File: config.mk
export PLATFORM = sky130hd
export DESIGN_NAME = lcd_scanline_mode_sequencer_core_flat
export DESIGN_NICKNAME = d
export VERILOG_FILES = /design/src/hdl/lsms_pkg.sv /design/src/hdl/lsms_if.sv /design/src/hdl/lsms_step.sv /design/src/hdl/lcd_scanline_mode_sequencer_core.sv /design/src/flat_wrapper.sv
export SDC_FILE = /design/constraint.sdc
export NUM_CORES = 1
export LEC_CHECK = 0
export ABC_AREA = 0
export ABC_CLOCK_PERIOD_IN_PS = 5120
export BUFFER_PORTS_ARGS = -buffer_cell sky130_fd_sc_hd__clkbuf_2
export CAP_MARGIN = 10
export CORE_MARGIN = 4
export CORE_UTILIZATION = 25
export DETAILED_ROUTE_END_ITERATION = 6
export SLEW_MARGIN = 5
export SYNTH_ARGS = -nofsm -noshare
export SYNTH_HDL_FRONTEND = slang
export SYNTH_HIERARCHICAL = 1
export SYNTH_SLANG_ARGS = --single-unit
File: constraint.sdc
create_clock -name clk -period 5.12 [get_ports clk]
set_input_delay 1.024 -clock clk [delete_from_list [all_inputs] [get_ports clk]]
set_output_delay 1.024 -clock clk [all_outputs]
set_load 0.01 [all_outputs]
File: src/hdl/lsms_pkg.sv
// ----------------------------------------------------------------------------
// lsms_pkg
// Types and codes shared by the scan-line mode sequencer files.
// ----------------------------------------------------------------------------
package lsms_pkg;

    localparam int CYCLE_W   = 8;
    localparam int LINE_W    = 8;
    localparam int ELAPSED_W = 16;
    localparam int LENGTH_W  = 10;
    localparam int CFG_IDX_W = 3;
    localparam int CFG_DATA_W = LENGTH_W;

    typedef enum logic [1:0] {
        MODE_HBLANK = 2'd0,
        MODE_VBLANK = 2'd1,
        MODE_SCAN   = 2'd2,
        MODE_DRAW   = 2'd3
    } mode_t;

    typedef enum logic [CFG_IDX_W-1:0] {
        REG_LCD_ENABLE    = 3'd0,
        REG_HBLANK_LENGTH = 3'd1,
        REG_VBLANK_LENGTH = 3'd2,
        REG_SCAN_LENGTH   = 3'd3,
        REG_DRAW_LENGTH   = 3'd4
    } reg_index_t;

    localparam logic [LENGTH_W-1:0] HBLANK_LENGTH_RESET = 10'd204;
    localparam logic [LENGTH_W-1:0] VBLANK_LENGTH_RESET = 10'd456;
    localparam logic [LENGTH_W-1:0] SCAN_LENGTH_RESET   = 10'd80;
    localparam logic [LENGTH_W-1:0] DRAW_LENGTH_RESET   = 10'd172;

    typedef struct packed {
        logic                lcd_enable;
        logic [LENGTH_W-1:0] hblank_length;
        logic [LENGTH_W-1:0] vblank_length;
        logic [LENGTH_W-1:0] scan_length;
        logic [LENGTH_W-1:0] draw_length;
    } cfg_t;

    typedef struct packed {
        mode_t                mode;
        logic [LINE_W-1:0]    line;
        logic [ELAPSED_W-1:0] elapsed;
    } seq_state_t;

    typedef struct packed {
        mode_t             mode_now;
        logic [LINE_W-1:0] line_now;
        logic              vblank_irq;
        logic              mode_switched;
    } result_t;

endpackage

File: src/hdl/lsms_if.sv
// ----------------------------------------------------------------------------
// lsms channel interfaces
// Tick and result channels with valid/ready handshake.
// ----------------------------------------------------------------------------
interface lsms_tick_if;
    logic                          valid;
    logic                          ready;
    logic [lsms_pkg::CYCLE_W-1:0]  cycle_count;

    modport source (output valid, output cycle_count, input ready);
    modport sink   (input valid, input cycle_count, output ready);
endinterface

interface lsms_result_if;
    logic                          valid;
    logic                          ready;
    logic [1:0]                    mode_now;
    logic [lsms_pkg::LINE_W-1:0]   line_now;
    logic                          vblank_irq;
    logic                          mode_switched;

    modport source (output valid, output mode_now, output line_now,
                    output vblank_irq, output mode_switched, input ready);
    modport sink   (input valid, input mode_now, input line_now,
                    input vblank_irq, input mode_switched, output ready);
endinterface

File: src/hdl/lsms_step.sv
// ----------------------------------------------------------------------------
// lsms_step
// Next-state logic for one tick: saturating add, duration compare, mode move.
// ----------------------------------------------------------------------------
module lsms_step #(
    parameter int LAST_VISIBLE_LINE = 143,
    parameter int FINAL_LINE        = 154
) (
    input  lsms_pkg::cfg_t                cfg,
    input  lsms_pkg::seq_state_t          cur,
    input  logic [lsms_pkg::CYCLE_W-1:0]  cycle_count,
    output lsms_pkg::seq_state_t          nxt,
    output lsms_pkg::result_t             res
);

    localparam logic [lsms_pkg::LINE_W-1:0] LAST_LINE =
        lsms_pkg::LINE_W'(LAST_VISIBLE_LINE);
    localparam logic [lsms_pkg::LINE_W-1:0] END_LINE =
        lsms_pkg::LINE_W'(FINAL_LINE);
    localparam logic [lsms_pkg::LINE_W-1:0] LINE_ONE = lsms_pkg::LINE_W'(1);

    logic [lsms_pkg::ELAPSED_W:0]     sum;
    logic [lsms_pkg::ELAPSED_W-1:0]   sat;
    logic [lsms_pkg::ELAPSED_W-1:0]   dur;
    logic [lsms_pkg::LENGTH_W-1:0]    len;
    logic                             expired;
    logic                             irq;
    logic [lsms_pkg::LINE_W-1:0]      line_inc;

    always_comb
    begin
        case (cur.mode)
            lsms_pkg::MODE_HBLANK: len = cfg.hblank_length;
            lsms_pkg::MODE_VBLANK: len = cfg.vblank_length;
            lsms_pkg::MODE_SCAN:   len = cfg.scan_length;
            default:               len = cfg.draw_length;
        endcase
    end

    assign sum = {1'b0, cur.elapsed} +
                 {{(lsms_pkg::ELAPSED_W + 1 - lsms_pkg::CYCLE_W){1'b0}}, cycle_count};
    // saturate at the top of the counter
    assign sat = sum[lsms_pkg::ELAPSED_W] ? {lsms_pkg::ELAPSED_W{1'b1}}
                                          : sum[lsms_pkg::ELAPSED_W-1:0];
    assign dur = {{(lsms_pkg::ELAPSED_W - lsms_pkg::LENGTH_W){1'b0}}, len};
    assign expired  = cfg.lcd_enable && (sat >= dur);
    assign line_inc = cur.line + LINE_ONE;

    always_comb
    begin
        nxt = cur;
        irq = 1'b0;
        if (cfg.lcd_enable)
        begin
            nxt.elapsed = expired ? (sat - dur) : sat;
            if (expired)
            begin
                case (cur.mode)
                    lsms_pkg::MODE_HBLANK:
                    begin
                        if (cur.line == LAST_LINE)
                        begin
                            irq      = 1'b1;
                            nxt.mode = lsms_pkg::MODE_VBLANK;
                        end
                        else
                        begin
                            nxt.line = line_inc;
                            nxt.mode = lsms_pkg::MODE_SCAN;
                        end
                    end
                    lsms_pkg::MODE_VBLANK:
                    begin
                        if (cur.line == END_LINE)
                        begin
                            nxt.line = '0;
                            nxt.mode = lsms_pkg::MODE_SCAN;
                        end
                        else
                        begin
                            nxt.line = line_inc;
                        end
                    end
                    lsms_pkg::MODE_SCAN: nxt.mode = lsms_pkg::MODE_DRAW;
                    default:             nxt.mode = lsms_pkg::MODE_HBLANK;
                endcase
            end
        end
    end

    assign res.mode_now      = nxt.mode;
    assign res.line_now      = nxt.line;
    assign res.vblank_irq    = irq;
    assign res.mode_switched = expired;

endmodule

File: src/hdl/lcd_scanline_mode_sequencer_core.sv
// ----------------------------------------------------------------------------
// lcd_scanline_mode_sequencer_core
// Scan-line mode timing: adds up the cycle_count of each tick and steps the display
// through object scan, drawing, horizontal blank and vertical blank.
// ----------------------------------------------------------------------------
//  channel  | dir | payload                                         | size
//  ---------+-----+-------------------------------------------------+-----
//  tick     | in  | cycle_count                                     | 8
//  result   | out | mode_now, line_now, vblank_irq, mode_switched   | 12
//  cfg      | in  | cfg_we, cfg_index, cfg_data (write only)        | 3+10
//
//  one item per cycle unless stalled; a result shows the cycle after its tick item
//  the mode, line and elapsed registers update in the cycle the item is taken
//  a held result stalls the tick side only while the result register is full
//  and not being taken; no clearing pass, ready follows reset directly
// ----------------------------------------------------------------------------
module lcd_scanline_mode_sequencer_core #(
    parameter int LAST_VISIBLE_LINE = 143,
    parameter int FINAL_LINE        = 154
) (
    input  logic                             clk,
    input  logic                             rst_n,
    lsms_tick_if.sink                        tick,
    lsms_result_if.source                    result,
    input  logic                             cfg_we,
    input  logic [lsms_pkg::CFG_IDX_W-1:0]   cfg_index,
    input  logic [lsms_pkg::CFG_DATA_W-1:0]  cfg_data
);

    lsms_pkg::cfg_t        cfg_reg;
    lsms_pkg::seq_state_t  state_reg;
    lsms_pkg::seq_state_t  state_next;
    lsms_pkg::result_t     res_next;
    lsms_pkg::result_t     res_reg;
    logic                  out_valid_reg;
    logic                  take;

    lsms_step #(
        .LAST_VISIBLE_LINE (LAST_VISIBLE_LINE),
        .FINAL_LINE        (FINAL_LINE)
    ) u_step (
        .cfg         (cfg_reg),
        .cur         (state_reg),
        .cycle_count (tick.cycle_count),
        .nxt         (state_next),
        .res         (res_next)
    );

    assign tick.ready = !out_valid_reg || result.ready;
    assign take       = tick.valid && tick.ready;

    always_ff @(posedge clk or negedge rst_n)
    begin
        if (!rst_n)
        begin
            cfg_reg.lcd_enable    <= 1'b1;
            cfg_reg.hblank_length <= lsms_pkg::HBLANK_LENGTH_RESET;
            cfg_reg.vblank_length <= lsms_pkg::VBLANK_LENGTH_RESET;
            cfg_reg.scan_length   <= lsms_pkg::SCAN_LENGTH_RESET;
            cfg_reg.draw_length   <= lsms_pkg::DRAW_LENGTH_RESET;
        end
        else if (cfg_we)
        begin
            case (cfg_index)
                lsms_pkg::REG_LCD_ENABLE:    cfg_reg.lcd_enable    <= cfg_data[0];
                lsms_pkg::REG_HBLANK_LENGTH: cfg_reg.hblank_length <= cfg_data;
                lsms_pkg::REG_VBLANK_LENGTH: cfg_reg.vblank_length <= cfg_data;
                lsms_pkg::REG_SCAN_LENGTH:   cfg_reg.scan_length   <= cfg_data;
                lsms_pkg::REG_DRAW_LENGTH:   cfg_reg.draw_length   <= cfg_data;
                default: ;
            endcase
        end
    end

    always_ff @(posedge clk or negedge rst_n)
    begin
        if (!rst_n)
        begin
            state_reg.mode    <= lsms_pkg::MODE_SCAN;
            state_reg.line    <= '0;
            state_reg.elapsed <= '0;
            out_valid_reg     <= 1'b0;
        end
        else
        begin
            if (take)
            begin
                state_reg <= state_next;
            end
            if (take)
            begin
                out_valid_reg <= 1'b1;
            end
            else if (result.ready)
            begin
                out_valid_reg <= 1'b0;
            end
        end
    end

    // result payload, no reset needed
    always_ff @(posedge clk)
    begin
        if (take)
        begin
            res_reg <= res_next;
        end
    end

    assign result.valid         = out_valid_reg;
    assign result.mode_now      = res_reg.mode_now;
    assign result.line_now      = res_reg.line_now;
    assign result.vblank_irq    = res_reg.vblank_irq;
    assign result.mode_switched = res_reg.mode_switched;

endmodule

File: src/flat_wrapper.sv
// flat-port wrapper written by rule: the top's interface ports become plain ports
module lcd_scanline_mode_sequencer_core_flat 
#(
    parameter int LAST_VISIBLE_LINE = 143,
    parameter int FINAL_LINE        = 154
)
  (clk, rst_n, cfg_we, cfg_index, cfg_data, tick_valid, tick_cycle_count, tick_ready, result_valid, result_mode_now, result_line_now, result_vblank_irq, result_mode_switched, result_ready);
  lsms_tick_if tick_i ();
  lsms_result_if result_i ();
  input  logic clk;
  input  logic rst_n;
  input  logic cfg_we;
  input  logic [lsms_pkg::CFG_IDX_W-1:0] cfg_index;
  input  logic [lsms_pkg::CFG_DATA_W-1:0] cfg_data;
  input wire logic [$bits(tick_i.valid)-1:0] tick_valid;
  input wire logic [$bits(tick_i.cycle_count)-1:0] tick_cycle_count;
  output wire logic [$bits(tick_i.ready)-1:0] tick_ready;
  output wire logic [$bits(result_i.valid)-1:0] result_valid;
  output wire logic [$bits(result_i.mode_now)-1:0] result_mode_now;
  output wire logic [$bits(result_i.line_now)-1:0] result_line_now;
  output wire logic [$bits(result_i.vblank_irq)-1:0] result_vblank_irq;
  output wire logic [$bits(result_i.mode_switched)-1:0] result_mode_switched;
  input wire logic [$bits(result_i.ready)-1:0] result_ready;
  assign tick_i.valid = tick_valid;
  assign tick_i.cycle_count = tick_cycle_count;
  assign tick_ready = tick_i.ready;
  assign result_valid = result_i.valid;
  assign result_mode_now = result_i.mode_now;
  assign result_line_now = result_i.line_now;
  assign result_vblank_irq = result_i.vblank_irq;
  assign result_mode_switched = result_i.mode_switched;
  assign result_i.ready = result_ready;
  lcd_scanline_mode_sequencer_core #(.LAST_VISIBLE_LINE(LAST_VISIBLE_LINE), .FINAL_LINE(FINAL_LINE)) u_core (.clk(clk), .rst_n(rst_n), .tick(tick_i), .result(result_i), .cfg_we(cfg_we), .cfg_index(cfg_index), .cfg_data(cfg_data));
endmodule
# After elaboration in Yosys (flattened, before gate mapping)
# Index checks and enable logic that the tools add are counted.
[totals] ff_bits=80 in_bits=26 out_inout_bits=14 elab_cells=53
[classes] addsub=3 n_lt_le_gt_ge=1 n_eq_ne=8 n_mux=14 n_reduce_logical=14
[ops] operator="2-to-1 mux 16 bit" n=2
[ops] operator="case mux 10 bit (3 select lines)" n=1
[ops] operator="2-to-1 mux 26 bit" n=1
[ops] operator="adder 16 x 8 -> 17 bit" n=1
[ops] operator="equality test 8 bit (second input constant)" n=2
[ops] operator="greater-or-equal comparator 16 x 10 -> 1 bit" n=1
[ops] operator="2-to-1 mux 8 bit" n=2
[ops] operator="case mux 8 bit (2 select lines)" n=1
[ops] operator="subtractor 16 x 10 -> 16 bit" n=1
[ops] operator="AND reduction 2 bit" n=6
[ops] operator="2-to-1 mux 10 bit" n=1
[ops] operator="adder 8 x 1 -> 8 bit (second input constant)" n=1
[ops] operator="equality test 3 x 2 -> 1 bit (second input constant)" n=2
[ops] operator="case mux 2 bit (3 select lines)" n=1
[ops] operator="2-to-1 mux 2 bit" n=2
[ops] operator="equality test 3 x 1 -> 1 bit (second input constant)" n=1
[ops] operator="equality test 3 bit (second input constant)" n=1
[ops] operator="zero test 3 bit" n=1
[ops] operator="2-to-1 mux 1 bit" n=3
[ops] operator="AND reduction 3 bit" n=1
[ops] operator="equality test 2 x 1 -> 1 bit (second input constant)" n=1
[ops] operator="equality test 2 bit (second input constant)" n=1
[ops] operator="logical AND 1 bit" n=2
[ops] operator="zero test 2 bit" n=1
[ops] operator="3 further kinds" n=3

# Longest topological paths before layout
# Gate-level depths: netlist of the first run.
[depth] ltp_word=6 depth_mapped=22 depth_no_buf=21

# Cells and area by module
# Netlist of the first run, hierarchy kept.
[by_module_without_submodules] module="lcd_scanline_mode_sequencer_core" n_inst=1 cells_each=162 area_per_inst_um2=2971.6 seq_area_each_um2=2082.0
[by_module_without_submodules] module="lsms_step" n_inst=1 cells_each=306 area_per_inst_um2=2213.4 seq_area_each_um2=0.0

# Worst setup path before layout of the first run
# Ideal clock, no wire load.
[synth_timing] path_kind="input-to-reg" start="input tick_cycle_count[0]" end="register u_core/state_reg[22] (netlist name)" setup_ns=0.125 arrival_ns=5.192 required_time_ns=4.995 path_slack_ns=-0.196 stages=20 n_path_buf=2 cell_sequence="ha_1 > fa_1 > a211oi_1 > o211ai_1 > nand4_1 > or2_2 > nor2b_1 > ha_1 > inv_1 > fa_1 > a211oi_1 > o21ai_1 > or3_1 > a41oi_1 > and4_1 > buf_2 > a211oi_2 > buf_4 > a32o_1 > mux2_2"
[synth_rtl] element="from (decl)" line_no="flat_wrapper.sv:16" rtl="input wire logic [$bits(tick_i.cycle_count)-1:0] tick_cycle_count;"
[synth_rtl] element="to (signal assigned)" line_no="lcd_scanline_mode_sequencer_core.sv:88" rtl="state_reg <= state_next;"
[synth_rtl] element="to (decl)" line_no="lcd_scanline_mode_sequencer_core.sv:31" rtl="lsms_pkg::seq_state_t state_reg;"

# Worst setup path in the final report of the first run
[layout_timing] start="input tick_cycle_count[0]" end="register u_core/state_reg[6] (netlist name)"
[layout_via] elab_chain_cells=5 elab_cells_between_ends=6 cone_classes="add/sub (2); order compare (1); mux (2); reduce/logical (1)"
[layout_rtl] element="adder 16 x 8 -> 17 bit *" line_no="lsms_step.sv:40" rtl="assign sum = {1'b0, cur.elapsed} +"
[layout_rtl] element="2-to-1 mux 16 bit *" line_no="lsms_step.sv:43" rtl="assign sat = sum[lsms_pkg::ELAPSED_W] ? {lsms_pkg::ELAPSED_W{1'b1}}"
[layout_rtl] element="greater-or-equal comparator 16 x 10 -> 1 bit" line_no="lsms_step.sv:46" rtl="assign expired = cfg.lcd_enable && (sat >= dur);"
[layout_rtl] element="logical AND 1 bit" line_no="lsms_step.sv:46"
[layout_rtl] element="2-to-1 mux 16 bit *" line_no="lsms_step.sv:55" rtl="nxt.elapsed = expired ? (sat - dur) : sat;"
# Every way passes the cells marked *; elsewhere a longest branch is shown, timed or not.
# A chain may end at the register's enable or synchronous reset.

==> impl_summary.md, run 1 <==
Worst setup path
The highest cell delay on the worst timing path is 0.44 ns. The maximum net fanout on the critical path is 10. STA classifies the critical path startpoint as a primary input. Among cell families on the critical path, the largest total delay comes from simple AND/OR/NAND/NOR gates. STA puts the critical path data required time at 5.35 ns.

The critical path starts at tick_cycle_count[0]. The number of cells on the critical path is 20. The critical path contains buffers and inverters numbering 3 combined.

The path depth of the worst reg2reg path is 19. Among all stages on the critical path, the largest delay is contributed by sky130_fd_sc_hd__fa_2. The signal on the critical path passes through clkbuf_2, ha_1, fa_2, a211oi_2, o211ai_1, nand4_1, or2_2, buf_4, nand2b_1, fa_2, a211oi_2, o21ai_1, or3_1, a41oi_2, and4_4, nand2_4, buf_4, mux2i_1, a21oi_1, mux2_2. The source of the worst register-to-register timing path is u_core/state_reg[0]. At the worst endpoint, the arrival time is 5.07 ns. The class of the most critical setup path is primary input to flop. The category of the worst setup path capture point is a flop.

Floorplan
The die covers 0.0231 sq mm. The overall die height is 152 um. The core outline area is 0.0203 sq mm. Pin placement for this block handled 40 I/O pins. The starting density of the core is 25.5%. The floorplan has 52 rows. The die is 152 um wide.

Final layout
The fill cell total of the finished layout is 2083. The final cell count without fillers is 816. Compared with the post-synthesis result, the final layout area differs by 21.3%. The layout net count is 589. The sequential cell area is 0.00208 sq mm.

The multi-input combinational cells in the finished layout cover a total of 0.00289 sq mm. The share of post-route cells with drive strength above 1 is 40.8%. The repair_antennas step left the layout with diodes totalling 0.

The register with the most flip-flops in the layout has 41 of them.

Timing
The clock skew is 0.0104 ns. The number of pins with negative max-slew slack in the final report is 0. Subtracting the final worst setup slack from the clock period gives 4.84 ns. Setup repair after global routing left no endpoint under its margin. The number of failing setup endpoints in the final timing report is 0. In the finished design, the share of the clock period the worst path needs comes to 94.6%. The relative max-transition margin is 37.5%.

The pin slew with the least headroom to its limit is 0.938 ns. Across all hold checks on the routed design, the worst slack comes to 0.507 ns. The final count of hold timing violations came to 0. The achievable clock frequency is 207 MHz.

Synth
Synthesis inferred 80 register bits. In the synthesized netlist, the cells that appear most often are sky130_fd_sc_hd__mux2_2, sky130_fd_sc_hd__dfrtp_1, sky130_fd_sc_hd__nand2_1. The library cell occupying the most area in the post-synthesis netlist is sky130_fd_sc_hd__dfrtp_1.

The proportion of synthesized flip-flops having asynchronous set or reset is 85.0%. Yosys mapped a number of flops with a built-in enable equal to 12. In this run the biggest area consumer among cell types represents 25.1% of the synthesized area. Synthesis produced a netlist with a net count of 516. Yosys attributes the largest share of cell area to sky130_fd_sc_hd__dfrtp_1, sky130_fd_sc_hd__mux2_2, sky130_fd_sc_hd__dfstp_2. The total number of yosys warnings is 6. After synthesis, flip-flops and latches occupy 40.2% of the total area. After synthesis the cells add up to 0.00518 sq mm.

Counting every instance in the synthesized netlist gives 468. Among all flip-flop cells after synthesis, the most frequent one is sky130_fd_sc_hd__dfrtp_1. The most instantiated library cell after synthesis is sky130_fd_sc_hd__mux2_2. The average instance area after synthesis is 11.1 sq um. After synthesis, the netlist uses 64 different library cells.

Min path
In this run the worst hold path is classified as flop to flop. The number of instances on the worst hold path is 1. In this run the most critical hold path is launched from u_core/cfg_reg[22].

Drt
The iteration-0 DRC count of the detailed router is 184. The count of nets left with antenna violations after detail routing is 0. Using the TritonRoute via totals, the vias-per-cell ratio works out to 4.55.

The final layout contains routed wiring with a total length of 11.9 mm. The length of the first detailed-routing pass in iterations is 4. After detailed routing, the average wire length per cell comes to 14.6 um.

The number of remaining DRC errors is 0. The final route contains 3716 vias.

Clock network
The number of clock buffers added by TritonCTS is 9. The latest clock arrival within the worst-skew pair is 0.35 ns. TritonCTS built the clock tree. In this run the clock root is driven by a sky130_fd_sc_hd__clkbuf_16.

The CTS sink count is 80. The count of H-tree levels built during CTS is 3. The worst-case clock buffer depth is 2.

Clock-pin slew was measured on the worst setup and hold paths at 0.06 ns.

Global routing
The global-route wire length before repair is 20.5 mm. The number of global-route vias before repair is 3930. The all-layer global routing usage is 10.8%. The pin count of the biggest net entering global routing is 40. The sum of overflow across all layers after global routing is 0. The number of antenna violations at the first check in global routing came to 0.

Outcome
The run finished with clean final reports.

Pwr
For this design the static power due to leakage is 2.80 nW. The combinational power share is 63.8%. The peak supply drop is 0.000363 V. Sequential cells account for 22.0% of the total power. Dividing total power by cell area gives a power density of 761 mW/mm^2. The fraction of power consumed by the clock network is 14.2%. Net switching is 40.7% of the power. The internal power of the cells totals 0.00284 W. The net switching power figure is 0.00195 W.

Place
The count of buffers inserted at the top-level ports is 39. The congestion estimate from routability-driven global placement came to 0.806. The number of cells after detailed placement is 798. The detailed placement HPWL is 8.81 mm.

Job
The max-cap check violation count is 0.
==> worst reg2reg max path: stages, from the launching register on <==
cell and delay, ns:
sky130_fd_sc_hd__dfrtp_1 0.41, sky130_fd_sc_hd__ha_1 0.25, sky130_fd_sc_hd__fa_2 0.36, sky130_fd_sc_hd__a211oi_2 0.23
sky130_fd_sc_hd__o211ai_1 0.14, sky130_fd_sc_hd__nand4_1 0.12, sky130_fd_sc_hd__or2_2 0.13, sky130_fd_sc_hd__buf_4 0.16
sky130_fd_sc_hd__nand2b_1 0.14, sky130_fd_sc_hd__fa_2 0.44, sky130_fd_sc_hd__a211oi_2 0.24, sky130_fd_sc_hd__o21ai_1 0.09
sky130_fd_sc_hd__or3_1 0.34, sky130_fd_sc_hd__a41oi_2 0.20, sky130_fd_sc_hd__and4_4 0.31, sky130_fd_sc_hd__nand2_4 0.12
sky130_fd_sc_hd__buf_4 0.18, sky130_fd_sc_hd__mux2i_1 0.15, sky130_fd_sc_hd__a21oi_1 0.08, sky130_fd_sc_hd__mux2_2 0.28
==> power groups by stage <==
stage | clock network (W) | logic, W | registers (W)
floorplan | 0 | 0.00211 | 0.000966
global placement | 0 | 0.00294 | 0.00106
detailed placement | 0 | 0.00295 | 0.00106
CTS | 0.000697 | 0.00298 | 0.00105
global route | 0.000728 | 0.00341 | 0.00109
finish | 0.000677 | 0.00305 | 0.00105
==> cell type report <==
cell class | instances | area share (%)
repair buffers | 90 | 9.39
well taps | 270 | 5.37
multi-input cells | 339 | 45.9
flip-flops and latches | 80 | 33.1
inverters | 21 | 1.25
clock buffers | 9 | 3.58
clock inverters | 7 | 1.41
==> repair_timing <==
action	4_1_cts	5_1_grt
pin swaps	0	3
setup endpoints to repair	20	38
buffers inserted	0	1
resized for setup	2	6
cloned	0	1
hold buffers	0	0
==> final timing paths <==
path	endpoint	slack, ns
worst max-delay path	u_core/state_reg[6]	0.28
worst min-delay path	u_core/cfg_reg[22]	0.51
worst max register to register	u_core/state_reg[6]	0.63
worst min register to register	u_core/cfg_reg[22]	0.51
max in group asynchronous	u_core/cfg_reg[40]	3.30
min in group asynchronous	u_core/result.valid	0.83
==> routing by layer <==
metal	share of wire, %	wire [um]	global-route usage (%)
met5	0	0	0
met4	1.2	145	2.57
met1	49	5860	14.6
met3	2.8	333	2.56
met2	47	5540	17.4
==> placed cells by master (no fill, tap or decap), drive strengths merged, types with 3 or more instances in the layout <==
master / n
inv: 24
dfstp: 16
a21o: 10
nor2b: 4
a211oi: 6
nor2: 18
and2: 6
nand3: 12
buf: 52
nand2b: 8
o21ai: 14
edfxtp: 12
nand2: 38
mux4: 10
dfrtp: 52
o211ai: 4
a211o: 3
a21oi: 33
mux2i: 14
nand4: 3
o2bb2ai: 4
ha: 20
xor2: 8
or3: 3
mux2: 69
o31ai: 3
o21a: 3
clkbuf: 47
a31oi: 3
and3: 3
xnor2: 11
==> stage by stage <==
step	instance area [sq um]	utilization (%)	setup WS [ns]	TNS [ns]	power [W]
final	6290	31.0	0.279	0	0.00479
after global routing	6290	31.0	0.0277	0	0.00523
after CTS	6230	30.7	0.0300	0	0.00473
after detailed placement	5920	29.1	-0.412	-10.97	0.00402
after global placement	5920	29.1	-0.282	-6.54	0.00400
after floorplan	5200	-	0.00287	0	0.00308
==> cells by family after synthesis <==
kind of cell | after synthesis | share of synthesized area (%)
buf+inv | 50 | 5.21
flops | 80 | 40.2
simple gates | 109 | 11.2
compound gates | 95 | 12.6
xor+xnor | 19 | 3.21
fa+ha+maj | 22 | 5.60
mux | 93 | 22.0
Power figures use the tool's default switching activity.
==> run 2: changes to the inputs <==
--- a/config.mk
+++ b/config.mk
@@ -15,5 +15,4 @@
 export SLEW_MARGIN = 5
 export SYNTH_ARGS = -nofsm -noshare
 export SYNTH_HDL_FRONTEND = slang
-export SYNTH_HIERARCHICAL = 1
 export SYNTH_SLANG_ARGS = --single-unit
==> run 2 against run 1 <==
Power down 16%. Via count increased by 4.3%. Sequential power about the same. Routed wire length up 1.1%. Synthesized area is 2.7% lower. Combinational power decreased by 24%. Synthesized cell count increased by 2.8%. Flip-flop and latch count did not move. Final area down 4.8%. Clock skew fell by 0.0034 ns. Clock power about the same. Non-clock buffer count down 29.
==> impl_summary.md, run 2 <==
Outcome
The run finished with clean final reports.

Floorplan
The starting density of the core is 25.7% (+0.13 points). The overall die width is 150 um (-1.3%). The top-level I/O count is 40 (unchanged). The core outline area is 0.0197 sq mm (-3.2%). The placement row count came to 51 (-1.9%).

The overall die height is 150 um (-1.3%). The floorplan die area is 0.0225 sq mm (-2.6%).

Clock network
The quantity of gates resized following cts is 0 (-2). The clock slew at the register clock pins of the worst setup and hold paths was 0.07 ns (about the same). TritonCTS built the clock tree.

The root buffer cell chosen for the clock tree is sky130_fd_sc_hd__clkbuf_16. The CTS sink count is 80 (unchanged). The worst-case clock buffer depth is 2 (unchanged).

The latest clock arrival within the worst-skew pair is 0.34 ns (about the same). The number of buffers created by CTS is 9 (unchanged). The count of H-tree levels built during CTS was 3 (unchanged).

The number of buffers added for setup after CTS is 0 (unchanged). The quantity of hold-fixing buffers added after cts came to 0 (unchanged).

Place
The post-placement setup slack was -0.0510 ns (+0.361 ns). The number of cells after detailed placement was 792 (-0.75%). The final RePlAce weighted congestion is 0.839 (+4.1%).

The count of buffers inserted at the top-level ports is 39 (unchanged). The detailed placement HPWL was 8.80 mm (-0.17%).

Timing
The relative max-transition margin was 32.6% (-4.9 points). The number of failing setup endpoints in the final timing report is 0 (unchanged). The pin slew with the least headroom to its limit is 1.01 ns (+0.0691 ns). The post-route fraction of the period consumed by the critical path came to 93.8% (-0.80 points). The clock period minus worst slack is 4.80 ns (-0.0410 ns). The clock skew was 0.00704 ns (-0.00338 ns). The post-route worst hold slack was 0.503 ns (-0.00336 ns). The final count of hold timing violations was 0 (unchanged). The least setup slack across all paths after layout is 0.320 ns (+0.0410 ns). The number of pins with negative max-slew slack in the final report is 0 (unchanged). Setup repair after global routing left no endpoint under its margin. The achievable clock frequency came to 208 MHz (+0.85%).

Synth
The unique cell type count in the Yosys netlist is 74 (+16%). The net count after synthesis is 529 (+2.5%). The share of the synthesized area in compound gates (AO/OA/AOI/OAI) is 16.8% (+4.3 points). In the synthesized netlist the dominant register cell turns out to be sky130_fd_sc_hd__dfrtp_1. Of all cell types, the one taking the most synthesized area is sky130_fd_sc_hd__dfrtp_1. The most instantiated library cell after synthesis is sky130_fd_sc_hd__dfrtp_1. The flip-flop and latch count after synthesis is 80 (unchanged). The fraction of the mapped netlist area in simple logic gates is 15.4% (+4.2 points). The share of synthesized area spent on multiplexers is 15.2% (-6.8 points).

The total number of yosys warnings is 0 (-6). The average instance area after synthesis came to 10.5 sq um (-5.3%). The count of flip-flops with a built-in enable after synthesis is 12 (unchanged).

By area, the combinational part of the netlist is dominated by compound AO/OA/AOI/OAI gates. Sorting the synthesized cells by how often they occur yields sky130_fd_sc_hd__dfrtp_1, sky130_fd_sc_hd__nand2_1, sky130_fd_sc_hd__mux2_2. By area the synthesized netlist is led by sky130_fd_sc_hd__dfrtp_1, sky130_fd_sc_hd__mux2_2, sky130_fd_sc_hd__dfstp_2.

The instance count of the mapped netlist is 481 (+2.8%). The xor-xnor portion of the synthesized cell area was 2.43% (-0.78 points). The netlist area before placement was 0.00504 sq mm (-2.7%). The adder-cell share of the synthesized area is 5.75% (+0.16 points). The sequential share of the synthesized area was 41.3% (+1.1 points). The area share of the largest cell type after synthesis is 25.8% (+0.70 points).

The proportion of synthesized flip-flops having asynchronous set or reset is 85.0% (unchanged).

Worst setup path
The highest cell delay on the worst timing path is 0.40 ns (-0.04 ns). The nature of the critical path startpoint is a primary input. Traced cell by cell, the critical path runs through clkbuf_2, ha_1, fa_1, a211oi_1, o211ai_1, nand4b_1, nor2b_1, ha_1, inv_1, fa_1, a211oi_2, o211ai_1, a41o_1, nor2_1, o21ai_2, o21ai_4, inv_2, and3_1, a2bb2oi_1. STA classifies the critical path endpoint as a flop. In this run the critical register-to-register path is captured at u_core.result.line_now[3]. The maximum net fanout on the critical path is 18 (+8). In this run the critical register-to-register path is launched from u_core.state_reg[0].

The reg-to-reg setup timing slack is 0.70 ns (+0.07 ns). In this design, the largest share of critical-path delay is due to compound AO/OA/AOI/OAI gates. The required time at the endpoint of the critical path came to 5.20 ns (-0.15 ns). Among all stages on the critical path, the largest delay is contributed by sky130_fd_sc_hd__fa_1. The path depth of the worst reg2reg path was 18 (-1). The class of the most critical setup path is primary input to flop. The arrival time of data at the critical path endpoint is 4.88 ns (-0.19 ns). The number of buffer and inverter stages on the critical path was 3 (unchanged).

Final layout
The area of combinational cells with multiple inputs is 0.00282 sq mm (-2.3%). The layout net count was 586 (-0.51%). The flip-flop count of the largest register after layout was 41 (unchanged).

The top cell types in the final layout, fill and taps aside, are sky130_fd_sc_hd__dfrtp_1, sky130_fd_sc_hd__nand2_1, sky130_fd_sc_hd__mux2_2, sky130_fd_sc_hd__clkbuf_2, sky130_fd_sc_hd__nor2_1. The antenna diode count is 0 (unchanged). The final cell count without fillers is 808 (-0.98%). The layout overhead on the synthesized area is 18.8%. The sequential cell area came to 0.00208 sq mm (unchanged). The fill cell total of the finished layout is 2088 (+0.24%). The share of post-route cells with drive strength above 1 is 32.0% (-8.8 points).

The most common cell after layout, fill and taps aside is sky130_fd_sc_hd__dfrtp_1.

Global routing
The pin count of the biggest net entering global routing is 69 (+73%). The number of antenna violations at the first check in global routing was 0 (unchanged). The all-layer global routing usage is 11.0% (+0.22 points). The sum of overflow across all layers after global routing is 0 (unchanged). The global-route wire length before repair came to 19.7 mm (-4.0%). The number of global-route vias before repair came to 3789 (-3.6%).

Job
The max-cap check violation count came to 0 (unchanged).

Drt
The average via count per standard cell is 4.79 (+5.3%). The count of nets left with antenna violations after detail routing was 0 (unchanged). The total wirelength of the detailed-routed design is 12.0 mm (+1.1%). The total vias in the final route is 3874 (+4.3%). The routed wirelength normalized by instance count is 14.9 um (+2.1%).

The iteration-0 DRC count of the detailed router is 210 (+14%). The number of remaining DRC errors is 0 (unchanged). The length of the first detailed-routing pass in iterations is 4 (unchanged).

Min path
The worst hold path terminates at u_core.cfg_reg[12]. The startpoint identified for the worst hold timing path is u_core.cfg_reg[12]. The number of instances on the worst hold path was 1 (unchanged). The min-delay analysis places its worst path in the category flop to flop.

Pwr
The cell-internal power is 0.00231 W (-19%). The register share of total power is 25.6% (+3.6 points). The fraction of power consumed by the clock network is 16.7% (+2.5 points). The total power draw was 0.00404 W (-16%). The net switching power figure came to 0.00173 W (-11%). The leakage power total came to 2.49 nW (-11%). The switching portion of total power is 42.8% (+2.1 points). The power per cell area is 674 mW/mm^2 (-11%). The combinational power share is 57.6% (-6.2 points). The peak supply drop was 0.000307 V (-16%).
run 2: cell count changes in the layout (fill, tap and decap cells not counted), sizes merged, moves of 9 or more:
cell	previous run	this run
nor2	18	30
mux2	69	42
nand3	12	22
nand2	38	51
buf	52	23
nor3	2	11
o21ai	14	25
run 2: power by group through the flow:
| stage | clock network [W] | registers [W] | logic, W |
|---|---|---|---|
| 3_3_place_gp | 0 | 0.00105 | 0.00231 |
| 5_1_grt | 0.000721 | 0.00107 | 0.00261 |
| 2_1_floorplan | 0 | 0.000950 | 0.00176 |
| 6_report | 0.000676 | 0.00104 | 0.00233 |
| 3_5_place_dp | 0 | 0.00105 | 0.00230 |
| 4_1_cts | 0.000692 | 0.00104 | 0.00232 |
run 2: cell families (layout without fill, tap and decap cells):
kind of cell | count (synthesis) | after routing
AND/OR/NAND/NOR | 154 | 154
buffers and inverters | 34 | 96
XOR/XNOR | 14 | 14
multiplexers | 59 | 59
adder cells (fa/ha/maj) | 22 | 22
AO/OA/AOI/OAI | 118 | 118
flip-flops | 80 | 80
run 2: how the worst max path moves through the flow:
stage,slack (ns),cells after the start,to,startpoint
2_1_floorplan,0.06,19,u_core.result.line_now[2],tick_cycle_count[0]
3_5_place_dp,-0.05,19,u_core.result.line_now[3],tick_cycle_count[0]
5_1_grt,0.02,19,u_core.result.line_now[3],tick_cycle_count[0]
3_3_place_gp,0.05,19,u_core.result.line_now[3],tick_cycle_count[0]
6_report,0.32,19,u_core.result.line_now[3],tick_cycle_count[0]
4_1_cts,0.29,19,u_core.result.line_now[3],tick_cycle_count[0]
run 2: cell type report:
type / instances / share of cell area (%)
clock inverter: 7 / 1.46
timing repair buffer: 61 / 6.22
sequential: 80 / 34.8
inverter: 19 / 1.19
clock buffer: 9 / 3.76
multi-input combinational: 367 / 47.1
tap: 265 / 5.53
run 2: metrics by stage:
step           setup TNS [ns]  utilization [%]  cell area, sq um
5_1_grt                     0             30.5              5990
3_3_place_gp                0             28.9              5680
6_report                    0             30.5              5990
4_1_cts                     0             30.5              5990
3_5_place_dp          -0.0758             28.9              5680
2_1_floorplan               0                -              5060
run 2: routing by layer:
metal | share of wire, % | wire length [um] | up-vias | GRT usage, %
met1 | 50 | 6050 | 1874 | 15.7
met2 | 44 | 5290 | 63 | 16.4
met5 | 0 | 0 | - | 0
met4 | 1.9 | 233 | 0 | 4.25
li1 | - | - | 1918 | -
met3 | 3.6 | 430 | 19 | 2.06
